--- src/rtl/two_digit_seven_segment_scanner_macros.svh ---
// Assertion macros for the two-digit seven-segment scanner.
// No dependencies; define ASSERT_OFF to compile the checks out.
`ifndef TWO_DIGIT_SEVEN_SEGMENT_SCANNER_MACROS_SVH
`define TWO_DIGIT_SEVEN_SEGMENT_SCANNER_MACROS_SVH
`ifndef ASSERT_OFF
// Same-cycle implication, disabled while in reset
`define TDSS_ASSERT_IMPLIES(label, clk, rst_n, cond, expr, msg) \
    label: assert property (@(posedge clk) disable iff (!(rst_n)) (cond) |-> (expr)) \
        else $error(msg);
// Next-cycle implication, disabled while in reset
`define TDSS_ASSERT_NEXT(label, clk, rst_n, cond, expr, msg) \
    label: assert property (@(posedge clk) disable iff (!(rst_n)) (cond) |=> (expr)) \
        else $error(msg);
`else
`define TDSS_ASSERT_IMPLIES(label, clk, rst_n, cond, expr, msg)
`define TDSS_ASSERT_NEXT(label, clk, rst_n, cond, expr, msg)
`endif
`endif

--- src/rtl/tdss_pkg.sv ---
// Shared types, codes and decode functions for the two-digit scanner.
// No dependencies.
`default_nettype none
package tdss_pkg;

    // Item kinds carried in the input tuser
    typedef enum logic [1:0] {
        MODE_TICK  = 2'd0,
        MODE_CHAR  = 2'd1,
        MODE_PRINT = 2'd2,
        MODE_POINT = 2'd3
    } mode_t;

    // Register byte addresses
    localparam logic [2:0] ADDR_REFRESH_INTERVAL = 3'd0;

    localparam logic [15:0] REFRESH_INTERVAL_RESET = 16'd1;
    localparam logic [15:0] TICKS_MAX              = 16'hFFFF;
    localparam logic [7:0]  CHAR_RESET             = 8'd51;   // '3'
    localparam logic [7:0]  CHAR_ZERO              = 8'd48;   // '0'
    localparam logic [7:0]  CHAR_A                 = 8'd65;   // 'A'
    localparam logic [7:0]  CHAR_HEX_BASE          = 8'd55;   // 'A' - 10
    localparam logic [9:0]  NUMBER_MAX             = 10'd999;
    localparam int          PATTERN_COUNT          = 17;

    // Segment patterns, bit0 = a ... bit6 = g; last entry is blank
    localparam logic [6:0] SEG_PATTERNS [PATTERN_COUNT] = '{
        7'h3F, 7'h06, 7'h5B, 7'h4F, 7'h66, 7'h6D, 7'h7D, 7'h07, 7'h7F, 7'h67,
        7'h77, 7'h7C, 7'h39, 7'h5E, 7'h79, 7'h71, 7'h00
    };

    typedef struct packed {
        mode_t       mode;
        logic        digit_index;
        logic [7:0]  character;
        logic [9:0]  number;
        logic        dp_on;
    } item_t;

    typedef struct packed {
        logic       refreshed;
        logic       decimal_point;
        logic [1:0] digit_enable;
        logic [6:0] segments;
    } result_t;

    // Pattern index of a character; 8-bit wrap below '0' pushes it out of range
    function automatic logic [7:0] char_index(input logic [7:0] c);
        if (c >= CHAR_A) begin
            return c - CHAR_HEX_BASE;
        end
        return c - CHAR_ZERO;
    endfunction

    // Quotient by ten for values up to 999: multiply by 205, shift by 11
    function automatic logic [6:0] div10(input logic [9:0] n);
        logic [17:0] prod;
        prod = 18'(n) * 18'd205;
        return prod[17:11];
    endfunction

endpackage
`default_nettype wire

--- src/rtl/tdss_apb_regs.sv ---
// APB register block holding refresh_interval.
// Depends on tdss_pkg.
`default_nettype none
module tdss_apb_regs (
    input  wire logic        aclk,
    input  wire logic        aresetn,
    input  wire logic        psel,
    input  wire logic        penable,
    input  wire logic        pwrite,
    input  wire logic [2:0]  paddr,
    input  wire logic [31:0] pwdata,
    output logic [31:0]      prdata,
    output logic             pready,
    output logic [15:0]      refresh_interval
);
    logic [15:0] interval_reg;
    logic [15:0] interval_next;
    logic        wr_hit;

    assign pready = 1'b1;
    // Register 0 covers byte addresses 0..3
    assign wr_hit = psel && penable && pwrite && pready
                    && (paddr[2] == tdss_pkg::ADDR_REFRESH_INTERVAL[2]);

    always_comb begin
        interval_next = interval_reg;
        if (wr_hit) begin
            interval_next = pwdata[15:0];
        end
    end

    always_ff @(posedge aclk) begin
        if (!aresetn) begin
            interval_reg <= tdss_pkg::REFRESH_INTERVAL_RESET;
        end else begin
            interval_reg <= interval_next;
        end
    end

    // Read back
    always_comb begin
        prdata = 32'd0;
        if (paddr[2] == tdss_pkg::ADDR_REFRESH_INTERVAL[2]) begin
            prdata = {16'd0, interval_reg};
        end
    end

    assign refresh_interval = interval_reg;
endmodule
`default_nettype wire

--- src/rtl/tdss_core.sv ---
// Scanner state and per-word update logic: tick counter, digit stores, drive latches.
// Depends on tdss_pkg.
`default_nettype none
module tdss_core (
    input  wire logic             aclk,
    input  wire logic             aresetn,
    input  wire logic             advance,
    input  wire tdss_pkg::item_t  item,
    input  wire logic [15:0]      refresh_interval,
    output tdss_pkg::result_t     result
);
    logic [15:0] ticks_reg, ticks_next;
    logic        active_reg, active_next;
    logic [7:0]  char_reg [2];
    logic [7:0]  char_next [2];
    logic        point_reg [2];
    logic        point_next [2];
    logic [6:0]  seg_reg, seg_next;
    logic [1:0]  enable_reg, enable_next;
    logic        dp_reg, dp_next;
    logic        refresh;

    logic [15:0] ticks_inc;
    logic [9:0]  num_sat;
    logic [6:0]  tens;
    logic [9:0]  tens_x10;
    logic [3:0]  ones;
    logic [7:0]  pat_idx;

    // Number split for printing
    always_comb begin
        num_sat  = (item.number > tdss_pkg::NUMBER_MAX) ? tdss_pkg::NUMBER_MAX : item.number;
        tens     = tdss_pkg::div10(num_sat);
        tens_x10 = {tens, 3'd0} + {2'd0, tens, 1'd0};
        ones     = 4'(num_sat - tens_x10);
    end

    assign ticks_inc = (ticks_reg < tdss_pkg::TICKS_MAX) ? ticks_reg + 16'd1 : ticks_reg;
    assign pat_idx   = tdss_pkg::char_index(char_reg[~active_reg]);

    // Next state for one word
    always_comb begin
        ticks_next  = ticks_reg;
        active_next = active_reg;
        char_next   = char_reg;
        point_next  = point_reg;
        seg_next    = seg_reg;
        enable_next = enable_reg;
        dp_next     = dp_reg;
        refresh     = 1'b0;
        case (item.mode)
            tdss_pkg::MODE_TICK: begin
                ticks_next = ticks_inc;
                if (ticks_inc > refresh_interval) begin
                    refresh     = 1'b1;
                    ticks_next  = 16'd0;
                    active_next = ~active_reg;
                    enable_next = active_reg ? 2'b01 : 2'b10;
                    dp_next     = point_reg[~active_reg];
                    if (pat_idx < 8'(tdss_pkg::PATTERN_COUNT)) begin
                        seg_next = tdss_pkg::SEG_PATTERNS[pat_idx[4:0]];
                    end
                end
            end
            tdss_pkg::MODE_CHAR: begin
                char_next[item.digit_index] = item.character;
            end
            tdss_pkg::MODE_PRINT: begin
                char_next[1] = tdss_pkg::CHAR_ZERO + {4'd0, ones};
                if (num_sat < 10'd10) begin
                    char_next[0] = tdss_pkg::CHAR_ZERO;
                end else if (num_sat < 10'd100) begin
                    char_next[0] = tdss_pkg::CHAR_ZERO + {1'b0, tens};
                end else begin
                    char_next[0] = tdss_pkg::CHAR_HEX_BASE + {1'b0, tens};
                end
            end
            tdss_pkg::MODE_POINT: begin
                point_next[item.digit_index] = item.dp_on;
            end
            default: begin
                ticks_next = ticks_reg;
            end
        endcase
    end

    always_ff @(posedge aclk) begin
        if (!aresetn) begin
            ticks_reg  <= 16'd0;
            active_reg <= 1'b0;
            char_reg   <= '{tdss_pkg::CHAR_RESET, tdss_pkg::CHAR_RESET};
            point_reg  <= '{1'b0, 1'b0};
            seg_reg    <= 7'd0;
            enable_reg <= 2'd0;
            dp_reg     <= 1'b0;
        end else if (advance) begin
            ticks_reg  <= ticks_next;
            active_reg <= active_next;
            char_reg   <= char_next;
            point_reg  <= point_next;
            seg_reg    <= seg_next;
            enable_reg <= enable_next;
            dp_reg     <= dp_next;
        end
    end

    // Result word as the latches stand after this word
    always_comb begin
        result.segments      = seg_next;
        result.digit_enable  = enable_next;
        result.decimal_point = dp_next;
        result.refreshed     = refresh;
    end
endmodule
`default_nettype wire

--- src/rtl/two_digit_seven_segment_scanner.sv ---
// Two-digit seven-segment scanner: input register, update logic, result register.
// A word accepted passes the input register and the update logic into the result register on m_.
// One word per cycle unless m_ stalls, set by the single update stage and the result register.
// Reset (aresetn low, synchronous): both pipeline slots empty, digits hold '3',
// points off, counter and drive latches zero, refresh_interval back to 1.
// Depends on tdss_pkg, tdss_apb_regs, tdss_core and the macro header.
`default_nettype none
`include "two_digit_seven_segment_scanner_macros.svh"
module two_digit_seven_segment_scanner (
    input  wire logic        aclk,
    input  wire logic        aresetn,
    input  wire logic        s_tvalid,
    output logic             s_tready,
    input  wire logic [23:0] s_tdata,   // digit_index[0], character[8:1], number[18:9], dp_on[19]
    input  wire logic [1:0]  s_tuser,   // mode[1:0]
    output logic             m_tvalid,
    input  wire logic        m_tready,
    output logic [15:0]      m_tdata,   // segments[6:0], digit_enable[8:7], decimal_point[9],
                                        // refreshed[10]
    input  wire logic        psel,
    input  wire logic        penable,
    input  wire logic        pwrite,
    input  wire logic [2:0]  paddr,
    input  wire logic [31:0] pwdata,
    output logic [31:0]      prdata,
    output logic             pready
);
    logic              in_valid_reg;
    tdss_pkg::item_t   in_item_reg;
    logic              out_valid_reg;
    tdss_pkg::result_t out_reg;
    tdss_pkg::result_t result;
    logic              advance;
    logic [15:0]       refresh_interval;

    tdss_apb_regs u_regs (
        .aclk             (aclk),
        .aresetn          (aresetn),
        .psel             (psel),
        .penable          (penable),
        .pwrite           (pwrite),
        .paddr            (paddr),
        .pwdata           (pwdata),
        .prdata           (prdata),
        .pready           (pready),
        .refresh_interval (refresh_interval)
    );

    // Stage moves when the result slot is free or being drained
    assign advance  = in_valid_reg && (!out_valid_reg || m_tready);
    assign s_tready = !in_valid_reg || advance;

    // Input register
    always_ff @(posedge aclk) begin
        if (!aresetn) begin
            in_valid_reg <= 1'b0;
        end else if (s_tready) begin
            in_valid_reg <= s_tvalid;
        end
    end

    always_ff @(posedge aclk) begin
        if (s_tready && s_tvalid) begin
            in_item_reg.mode        <= tdss_pkg::mode_t'(s_tuser);
            in_item_reg.digit_index <= s_tdata[0];
            in_item_reg.character   <= s_tdata[8:1];
            in_item_reg.number      <= s_tdata[18:9];
            in_item_reg.dp_on       <= s_tdata[19];
        end
    end

    tdss_core u_core (
        .aclk             (aclk),
        .aresetn          (aresetn),
        .advance          (advance),
        .item             (in_item_reg),
        .refresh_interval (refresh_interval),
        .result           (result)
    );

    // Result register
    always_ff @(posedge aclk) begin
        if (!aresetn) begin
            out_valid_reg <= 1'b0;
        end else if (advance) begin
            out_valid_reg <= 1'b1;
        end else if (m_tready) begin
            out_valid_reg <= 1'b0;
        end
    end

    always_ff @(posedge aclk) begin
        if (advance) begin
            out_reg <= result;
        end
    end

    assign m_tvalid = out_valid_reg;
    assign m_tdata  = {5'd0, out_reg.refreshed, out_reg.decimal_point,
                       out_reg.digit_enable, out_reg.segments};

    // Checks
    `TDSS_ASSERT_IMPLIES(a_refresh_onehot, aclk, aresetn, m_tvalid && m_tdata[10],
        $onehot(m_tdata[8:7]), "refresh word without one-hot digit enable")
    `TDSS_ASSERT_IMPLIES(a_stall_has_word, aclk, aresetn, !s_tready,
        in_valid_reg && out_valid_reg && !m_tready, "input stalled without a blocked word")
    `TDSS_ASSERT_NEXT(a_result_held, aclk, aresetn, out_valid_reg && !m_tready,
        out_valid_reg, "pending result word dropped")
endmodule
`default_nettype wire
--- config.mk ---
export PLATFORM = sky130hd
export DESIGN_NAME = two_digit_seven_segment_scanner
export DESIGN_NICKNAME = d
export VERILOG_FILES = /design/src/rtl/tdss_pkg.sv /design/src/rtl/tdss_apb_regs.sv /design/src/rtl/tdss_core.sv /design/src/rtl/two_digit_seven_segment_scanner.sv
export VERILOG_INCLUDE_DIRS = /design/src /design/src/rtl
export SDC_FILE = /design/constraint.sdc
export NUM_CORES = 1
export LEC_CHECK = 0
export BUFFER_PORTS_ARGS = -buffer_cell sky130_fd_sc_hd__buf_2
export CAP_MARGIN = 20
export CORE_ASPECT_RATIO = 0.6
export CORE_UTILIZATION = 35
export CTS_BUF_LIST = sky130_fd_sc_hd__clkbuf_8
export CTS_CLUSTER_SIZE = 25
export DETAILED_ROUTE_END_ITERATION = 12
export HOLD_SLACK_MARGIN = 0.08
export PLACE_DENSITY = 0.59
export SLEW_MARGIN = 15
export SYNTH_ARGS = -nofsm -noshare
export SYNTH_HDL_FRONTEND = slang
export SYNTH_SLANG_ARGS = --single-unit
--- constraint.sdc ---
create_clock -name aclk -period 7.5 [get_ports aclk]
set_clock_uncertainty 0.2 [all_clocks]
set_input_delay 0.375 -clock aclk [delete_from_list [all_inputs] [get_ports aclk]]
set_output_delay 0.375 -clock aclk [all_outputs]
set_load 0.02 [all_outputs]
Yosys cells after proc, flatten, opt, wreduce, memory -nomap -nowiden
Memories as Yosys holds them, arrays and structs flattened.
Cells that the tools add are included.

word-level totals
  bits in registers = 96
  bits in latches = 0
  memory bits (writable) = 0
  ROM bits = 224
  input bits = 68
  output and inout bits = 51
  word-level logic and storage cells = 102
  memories kept = 1

operators by class
  add/sub/neg operators = 8
  multipliers = 1
  divide/modulo/power cells = 0
  $lt $le $gt $ge = 11
  equal/unequal tests = 3
  shift operators = 0
  mux-type cells = 35
  bitwise logic cells = 5
  reduce and logical (&&, ||, !) cells = 17

memories
  memory           depth  width  read ports  clocked after memory_dff  write ports  RTL line         source
  (no name shown)  32     7      1           0                         0            tdss_core.sv:61  seg_next = tdss_pkg::SEG_PATTERNS[pat_idx[4:0]];

operator list
  kind                                                          count
  two-way mux 8 bit                                             8
  two-way mux 16 bit                                            3
  two-way mux 7 bit                                             5
  case mux 16 bit (2 select lines)                              1
  multiplier 10 x 8 -> 18 bit (second input constant)           1
  adder 16 x 1 -> 16 bit (second input constant)                1
  adder 6 x 7 -> 8 bit (first input constant)                   2
  bitwise mux 16 bit                                            1
  greater-than comparator 16 bit                                1
  less-than comparator 16 bit (second input constant)           1
  subtractor 8 x 6 -> 8 bit (second input constant)             2
  greater-than comparator 10 bit (second input constant)        1
  less-than comparator 10 x 4 -> 1 bit (second input constant)  1
  less-than comparator 10 x 7 -> 1 bit (second input constant)  1
  two-way mux 1 bit                                             10
  two-way mux 10 bit                                            1
  demux 8 bit (select 1 bit)                                    1
  >= comparator 8 x 7 -> 1 bit (second input constant)          1
  less-than comparator 8 x 5 -> 1 bit (second input constant)   1
  adder 6 x 4 -> 7 bit (first input constant)                   1
  >= comparator 6 bit (second input constant)                   1
  logical AND 1 bit                                             6
  two-way mux 2 bit                                             3
  inverter 5 -> 6 bit                                           1
  16 further kinds                                              25

Depth between registers and ports, before layout
Gate-level depths: netlist of the first run.

  depth in word-level cells = 15
  gate-level depth with buffers = 24
  depth with buffers taken out = 23

Hierarchy
Synthesis of the first run repeated with hierarchy kept, for this count alone.

second synthesis, totals
  cell total of the unflattened synthesis = 849
  area, all modules = 7,698.6 sq um

by module, submodules not included
  module                           instances  cells each  area each (sq um)  sequential area each (sq um)
  tdss_core                        1          695         5,650.4            900.9
  two_digit_seven_segment_scanner  1          48          1,136.1            1,031.0
  tdss_apb_regs                    1          106         912.1              320.3

Worst setup path after synthesis of the first run
OpenSTA, ideal clock, no wires.

  kind = flip-flop to flip-flop
  start = register in_item_reg[6] (netlist name)
  end = register u_core.char_reg[13] (netlist name)
  setup time = 0.119 ns
  arrival time = 5.147 ns
  data required time = 7.181 ns
  path slack = 2.034 ns
  stages on the path, launching flop included = 22
  path buffers = 0
  clock period less this slack = 5.466 ns
  cells stage by stage = edfxtp_1 -> o21ai_0 -> or2_2 -> nand2b_1 -> inv_1 -> ha_1 -> inv_1 -> fa_1 -> inv_1 -> fa_1 -> inv_1 -> fa_1 -> inv_1 -> ha_1 -> a211oi_1 -> o211ai_1 -> or2_0 -> o2111a_1 -> or3_1 -> a31oi_1 -> xnor2_1 -> o221a_2

between the ends
  word-level cells in the longest chain between the ends = 7
  elaborated cells between the ends (all ways) = 10
  classes of those cells = add/sub: 2; mul: 1; order compare: 3; mux: 4

RTL lines
  what                                     RTL line                               source
  from (decl)                              two_digit_seven_segment_scanner.sv:29  tdss_pkg::item_t in_item_reg;
  greater-than comparator 10 bit           tdss_core.sv:32                        num_sat = (item.number > tdss_pkg::NUMBER_MAX) ? tdss_pkg::NUMBER_MAX : item.number;
  two-way mux 10 bit (*)                   tdss_core.sv:32
  multiplier 10 x 8 -> 18 bit              tdss_pkg.sv:58                         prod = 18'(n) * 18'd205;
  adder 6 x 7 -> 8 bit (on tied branches)  tdss_core.sv:75, tdss_core.sv:73
  two-way mux 8 bit                        tdss_core.sv:72                        end else if (num_sat < 10'd100) begin
  two-way mux 8 bit (*)                    tdss_core.sv:70                        if (num_sat < 10'd10) begin
  case mux 16 bit (2 select lines) (*)     tdss_core.sv:51                        case (item.mode)
  to (signal assigned)                     tdss_core.sv:91                        char_reg <= '{tdss_pkg::CHAR_RESET, tdss_pkg::CHAR_RESET};
  to (signal assigned)                     tdss_core.sv:99                        char_reg <= char_next;
  to (decl)                                tdss_core.sv:14                        logic [7:0] char_reg [2];

Every way passes the cells marked *; elsewhere a longest branch is shown, timed or not.
A chain may end at the register's enable or synchronous reset.

Worst setup path after layout of the first run
  start = register in_item_reg[10] (netlist name)
  end = register u_core.char_reg[9] (netlist name)

Same word-level chain as after synthesis.

==> results of run 1 <==
[kinds of logic after synthesis]
group,Yosys count,synth area share
AO/OA/AOI/OAI,188,0.1668
XOR/XNOR,37,0.04865
adder cells (fa/ha/maj),105,0.1916
buffers and inverters,137,0.08108
flip-flops,96,0.3009
multiplexers,23,0.03327
other,2,0.001003
AND/OR/NAND/NOR,275,0.1767
[worst register-to-register path: stages, from the launching register on]
cell,delay (ns)
edfxtp_1,0.53
nand4_1,0.25
or2_2,0.40
nand2b_1,0.11
inv_1,0.12
ha_1,0.34
inv_1,0.06
fa_1,0.49
inv_1,0.05
fa_1,0.52
inv_1,0.06
fa_1,0.52
inv_1,0.04
ha_1,0.35
a211oi_1,0.26
o211ai_1,0.19
a2111o_1,0.42
nand4_1,0.16
inv_1,0.10
ha_1,0.29
o21ai_0,0.10
a221oi_1,0.41
o21ai_0,0.14
[through the flow]
step / total power, mW / instance area, um2 / hold slack (ns) / worst slack, ns
final: 1.920 / 8593 / 0.1786 / 1.255
after global routing: 2.069 / 8593 / 0.1944 / 0.9061
after CTS: 1.915 / 8593 / 0.1618 / 1.250
after detailed placement: 1.564 / 8010 / 0.2468 / 1.280
after global placement: 1.558 / 8010 / 0.2392 / 1.335
after floorplan: 1.362 / 7560 / 0.2321 / 2.034
[worst max-delay path by stage]
stage,from,endpoint,slack (ns)
after detailed placement,in_item_reg[10],u_core.char_reg[9],1.28
after global placement,in_item_reg[10],u_core.char_reg[9],1.33
after CTS,in_item_reg[10],u_core.char_reg[9],1.25
after floorplan,in_item_reg[6],u_core.char_reg[13],2.03
final,in_item_reg[10],u_core.char_reg[9],1.25
after global routing,in_item_reg[10],u_core.char_reg[9],0.91
[per-layer routing]
layer / part of all wire / wire length (um) / GRT usage / up-vias
li1: - / - / - / 3168
met1: 0.56 / 10290 / 0.2790 / 2872
met2: 0.38 / 6943 / 0.2326 / 194
met3: 0.059 / 1087 / 0.03388 / 7
met4: 0.0063 / 116 / 0.02933 / 0
met5: 0 / 0 / 0 / -
[placed cells by master (no fill, tap or decap), types with 7 or more instances in the layout]
cell / netlist / layout
mux2i_1: 17 / 17
o21a_1: 9 / 9
o22ai_1: 7 / 7
a21oi_1: 58 / 58
a31oi_1: 8 / 8
nor2b_1: 9 / 9
nand3_1: 19 / 19
nand4_1: 18 / 18
dlygate4sd3_1: 0 / 40
edfxtp_1: 33 / 33
xor2_1: 11 / 11
a221oi_1: 7 / 7
ha_1: 89 / 89
nor2_1: 72 / 72
fa_1: 16 / 16
nand2b_1: 10 / 10
o21ai_0: 36 / 36
buf_2: 2 / 74
and2_1: 7 / 7
a22oi_1: 11 / 11
xnor2_1: 23 / 23
inv_1: 81 / 82
dfxtp_1: 63 / 63
nor3_1: 9 / 9
clkbuf_8: 0 / 11
conb_1: 2 / 22
nand2_1: 96 / 96
[power by group through the flow]
stage               clock network, mW  logic [mW]  registers (mW)
floorplan                           0       0.777           0.585
finish                          0.330        1.01           0.576
global placement                    0       0.970           0.588
detailed placement                  0       0.976           0.588
global route                    0.364        1.13           0.578
CTS                             0.340       0.999           0.576
[area by class of cell]
type / count / area [um2] / share of cell area
Clock buffer: 11 / 151.4 / 0.01762
Clock inverter: 5 / 31.28 / 0.003640
Inverter: 82 / 307.8 / 0.03582
Tap cell: 279 / 349.1 / 0.04062
Multi-Input combinational cell: 650 / 4701 / 0.5470
Timing Repair Buffer: 118 / 800.8 / 0.09319
Sequential cell: 96 / 2252 / 0.2621
[what timing repair did]
action / CTS / global route
hold endpoints to repair: 40 / 0
setup endpoints to repair: 0 / 0
hold buffers: 40 / 0
==> summary.md, run 1 <==
| Metric | Value |
|---|---|
| Core area | about 21000 um2 |
| Via density per instance | a little over 5 |
| Largest net degree at the start of global routing | between 50 and 60 |
| Die ar. | 21990 um2 |
| Commonest cells in the netlist | 96 x nand2_1, 89 x ha_1, 81 x inv_1 |
| Sequential-to-total area share from yosys stat | 0.3009 |
| Vias | approximately 6200 |
| # diodes | 0 |
| Worst Hold End | u_core.char_reg[4] |
| #FFs+latches synth | 96 |
| Synth Instances | between 800 and 900 |
| Hold path startpoint | aresetn |
| P_int | 1.121 mW |
| Hold Path Class | primary input to register |
| Power share of the clock group | 0.172 |
| Cell breakdown of the critical path | nand4_1 > or2_2 > nand2b_1 > inv_1 > ha_1 > inv_1 > fa_1 > inv_1 > fa_1 > inv_1 > fa_1 > inv_1 > ha_1 > a211oi_1 > o211ai_1 > a2111o_1 > nand4_1 > inv_1 > ha_1 > o21ai_0 > a221oi_1 > o21ai_0 |
| Setup violators final | 0 |
| Kind of start point of the critical path | register |
| Synthesized area | approximately 7500 um2 |
| Share of cells above drive strength 1 | 0.1227 |
| Crit. path cell count | 22 |
| Die X | 190.8 um |
| Maximum vdd ir drop | about 110 uV |
| Netlist cell types | ~80 |
| Leakage power | approximately 3.7 nW |
| Synth Flop Type | dfxtp_1 |
| GP Congestion | 0.8549 |
| DRT iter0 DRCs | about 420 |
| Syn-to-layout area delta | 14.81% |
| Clock transition at path regs | 0.09 ns |
| Top cell type's share of synthesized area | 0.1685 |
| Global Route Usage Sum | 0.1733 |
| Initial core utilization | 0.3567 |
| Cts repair resizes | 0 |
| DP HPWL | 14340 um |
| Number of synthesized flops with an enable pin | 33 |
| Worst R2R Path Depth | 22 |
| FF-to-FF Start | in_item_reg[10] |
| CTS tree | yes |
| Post-Layout Cell Count | roughly 1200 |
| CP top delay family | adder cells |
| Sink Count | 96 |
| R2R Path End | u_core.char_reg[9] |
| Max-Cap Viols | 0 |
| WP buf/inv | 6 |
| Crit path DAT | between 6 and 7 ns |
| H-tree levels | 3 |
| CP Capture Type | register |
| Rows | around 40 |
| Net Switching | about 0.8 mW |
| CP max FO | 6 |
| Final Hold Vio Count | 0 |
| Final Max Tran Viols | 0 |
| Worst Hold Depth | 2 |
| Net Sw Frac | 0.4158 |
| Vias in the first global route | 5651 |
| CTS Buffer Depth | 2 |
| Nets | around 1100 |
| Flop pwr share | 0.300 |
| RSZ-0062 raised after global routing | no |
| Num CTS Buffers | 9 |
| R2R Setup Slk | ~1.3 ns |
| Post-CTS Setup Bufs | 0 |
| Final min period | 6.245 ns |
| FILL cells | between 2000 and 2500 |
| Post-synth ARST share | 0 |
| Clock Latency Late Sink | between 0.3 and 0.4 ns |
| Critical Path RT | approximately 7.5 ns |
| Worst-Margin Slew | 0.9321 ns |
| Max Freq | around 160 MHz |
| Power Dens Cells | around 220 nW/um2 |
| DRC Markers | 0 |
| Setup TNS | 0 ns |
| Crit path kind | register to register |
| Worst path most repeated cell | inv_1 |
| PortBufs | 74 |
| Dpl cells | 1185 |
| Max reg flops | 22 |
| Pre-antenna DRT Iters | 8 |
| Final Util | 0.4096 |
| Post-synth top area cell | dfxtp_1 |
| Most frequent cell after synthesis | nand2_1 |
| Status | finished, final reports clean |
| Number of I/O pins | about 120 |
| Die Height | approximately 120 um |
| Ys Warns | 0 |
| Final wirelength | 18440 um |
| Antenna Nets Post-Route | 0 |
| Initial antenna violation count | 0 |
| First-pass GRT wire length | about 30000 um |
| GRT Residual Overflow | 0 |
| CP max-delay cell | edfxtp_1 |
| Syn_area_per_cell | between 8 and 9 um2 |
| Crit path largest cell delay | 0.53 ns |
| Root Driver | clkbuf_8 |
| Combinational share of power | 0.528 |
| Routed len/inst | between 10 and 15 um |
| Synth area leaders | dfxtp_1 17%, ha_1 15%, edfxtp_1 13% |
| Max-slew headroom | 0.3763 |
| Period utilization | 0.8327 |
(Power assumes the default switching activity.)
==> run 2: changes to the inputs <==
--- a/config.mk
+++ b/config.mk
@@ -14,7 +14,7 @@
 export CTS_CLUSTER_SIZE = 25
 export DETAILED_ROUTE_END_ITERATION = 12
 export HOLD_SLACK_MARGIN = 0.08
-export PLACE_DENSITY = 0.59
+export PLACE_DENSITY = 0.61
 export SLEW_MARGIN = 15
 export SYNTH_ARGS = -nofsm -noshare
 export SYNTH_HDL_FRONTEND = slang
==> constraint.sdc (replaced) <==
create_clock -name aclk -period 5.25 [get_ports aclk]
set_clock_uncertainty 0.2 [all_clocks]
set_input_delay 0.2625 -clock aclk [delete_from_list [all_inputs] [get_ports aclk]]
set_output_delay 0.2625 -clock aclk [all_outputs]
set_load 0.02 [all_outputs]
==> run 2 against run 1 <==
Compared with the run above: the flow now finishes with violations (setup timing); non-clock buffer count increased by 64; cell area is 9.9% higher; final cell count grew 5.2%; worst setup slack worse by 1.3 ns.
==> summary.md, run 2 (same netlist as run 1, synthesis figures left out) <==
| Metric | Value |
|---|---|
| Status | complete, but fails checks |
| Failing checks | setup timing |
| Die Height | approximately 120 um |
| Largest net degree at the start of global routing | 53 |
| CTS tree | yes |
| Power Dens Cells | roughly 360 nW/um2 |
| Vias in the first global route | 6053 |
| First-pass GRT wire length | 30940 um |
| Setup TNS | -0.002658 ns |
| Post-Place Worst Slack | -0.2541 ns |
| Kind of start point of the critical path | register |
| Final Hold Vio Count | 0 |
| Pre-antenna DRT Iters | 5 |
| CTS Buffer Depth | 2 |
| Nets | ~1200 |
| DP HPWL | roughly 15000 um |
| Num CTS Buffers | 9 |
| Period utilization | 1.001 |
| Worst-Margin Slew | between 0.8 and 0.9 ns |
| Commonest cells after routing, fill and taps aside | 94 x nand2_1, 77 x inv_1, 74 x ha_1, 74 x buf_2, 71 x nor2_1 |
| Final Max Tran Viols | 0 |
| FILL cells | between 2000 and 2500 |
| Initial core utilization | 0.3567 |
| Sink Count | between 90 and 100 |
| Global Route Usage Sum | 0.1795 |
| PortBufs | between 70 and 80 |
| Vias | ~6600 |
| GRT Residual Overflow | 0 |
| Max-slew headroom | 0.4582 |
| Setup violators final | 1 |
| DRC Markers | 0 |
| Most common cell after layout, fill and taps aside | nand2_1 |
| Clock Latency Late Sink | ~0.40 ns |
| Rows | 41 |
| R2R Setup Slk | -0.003 ns |
| RSZ-0062 raised after global routing | yes |
| Crit path kind | register to register |
| Root Driver | clkbuf_8 |
| Number of I/O pins | 119 |
| Final min period | between 5 and 6 ns |
| Share of cells above drive strength 1 | 0.2261 |
| # diodes | 0 |
| Final Util | 0.4502 |
| Die ar. | 21990 um2 |
| H-tree levels | 3 |
| Hold Path Class | register to register |
| Max reg flops | 22 |
| Clock transition at path regs | ~0.10 ns |
| CP Capture Type | register |
| Antenna Nets Post-Route | 0 |
| Routed len/inst | ~15 um |
| Setup ws final | -0.002658 ns |
| Core area | about 21000 um2 |
| Crit path DAT | around 5.3 ns |
| Syn-to-layout area delta | 26.20% |
| Max-Cap Viols | 0 |
| Via density per instance | about 5.0 |
| Die X | roughly 190 um |
| Critical Path RT | between 5 and 6 ns |
| CP max FO | 4 |
| Max Freq | 190.4 MHz |
| Final wirelength | ~19000 um |
| Initial antenna violation count | 0 |
| Leakage power | slightly above 4 nW |
| Maximum vdd ir drop | 224.7 uV |
| DRT iter0 DRCs | 400 |
| GP Congestion | 0.8987 |
[run 2: final cells by class]
class / count / area (um2) / area share
tap: 279 / 349.1 / 0.03696
sequential: 96 / 2252 / 0.2384
inverter: 82 / 310.3 / 0.03285
multi-input combinational: 650 / 5051 / 0.5348
clock inverter: 6 / 52.55 / 0.005564
clock buffer: 10 / 137.6 / 0.01457
timing repair buffer: 182 / 1292 / 0.1368
[run 2: final timing paths]
path / start / to / cells past startpoint
worst max-delay path: in_item_reg[5] / u_core.char_reg[12] / 21
worst max register to register: in_item_reg[5] / u_core.char_reg[12] / 21
worst min register to register: u_core.seg_reg[5] / u_core.seg_reg[5] / 2
worst min-delay path: u_core.seg_reg[5] / u_core.seg_reg[5] / 2
[run 2: where the power goes]
| part | total, mW | switching (mW) | internal (mW) |
|---|---|---|---|
| logic | 2.05 | 1.06 | 0.997 |
| registers | 0.821 | 0.0223 | 0.798 |
| clock network | 0.498 | 0.270 | 0.228 |
[run 2: layer usage]
| metal | vias up | part of all wire | GRT usage |
|---|---|---|---|
| li1 | 3297 | - | - |
| met1 | 3092 | 0.52 | 0.2700 |
| met2 | 185 | 0.41 | 0.2597 |
| met3 | 13 | 0.055 | 0.03785 |
| met4 | 0 | 0.0092 | 0.03787 |
| met5 | - | 0 | 0 |
[run 2: repair_timing]
action / CTS / global route
pin swaps: 19 / 47
hold buffers: 43 / 0
gates cloned: 0 / 0
setup endpoints to repair: 10 / 35
resized for setup: 18 / 50
buffers inserted: 5 / 10
hold endpoints to repair: 45 / 0
[run 2: metrics by stage]
step	hold WS [ns]	std cells	total power, mW	area (um2)
3_3_place_gp	0.2388	1233	2.456	8394
5_1_grt	0.2751	1305	3.620	9445
6_report	0.2521	1305	3.373	9445
2_1_floorplan	0.1614	883	1.967	7584
4_1_cts	0.2546	1297	3.109	9139
3_5_place_dp	0.2406	1233	2.471	8394
[run 2: critical path: stages, from the launching register on]
cell and delay [ns]:
edfxtp_1 0.42, o21ai_2 0.17, or2_4 0.19, nand2b_4 0.07, buf_4 0.14, ha_4 0.27
xor2_2 0.15, ha_2 0.31, fa_1 0.53, inv_1 0.05, fa_1 0.53, inv_1 0.07
ha_4 0.16, a211oi_2 0.20, o211ai_1 0.16, buf_4 0.18, or2_1 0.22, o2111a_2 0.28
or3_4 0.36, and3_1 0.21, xnor2_1 0.13, a2bb2oi_1 0.14
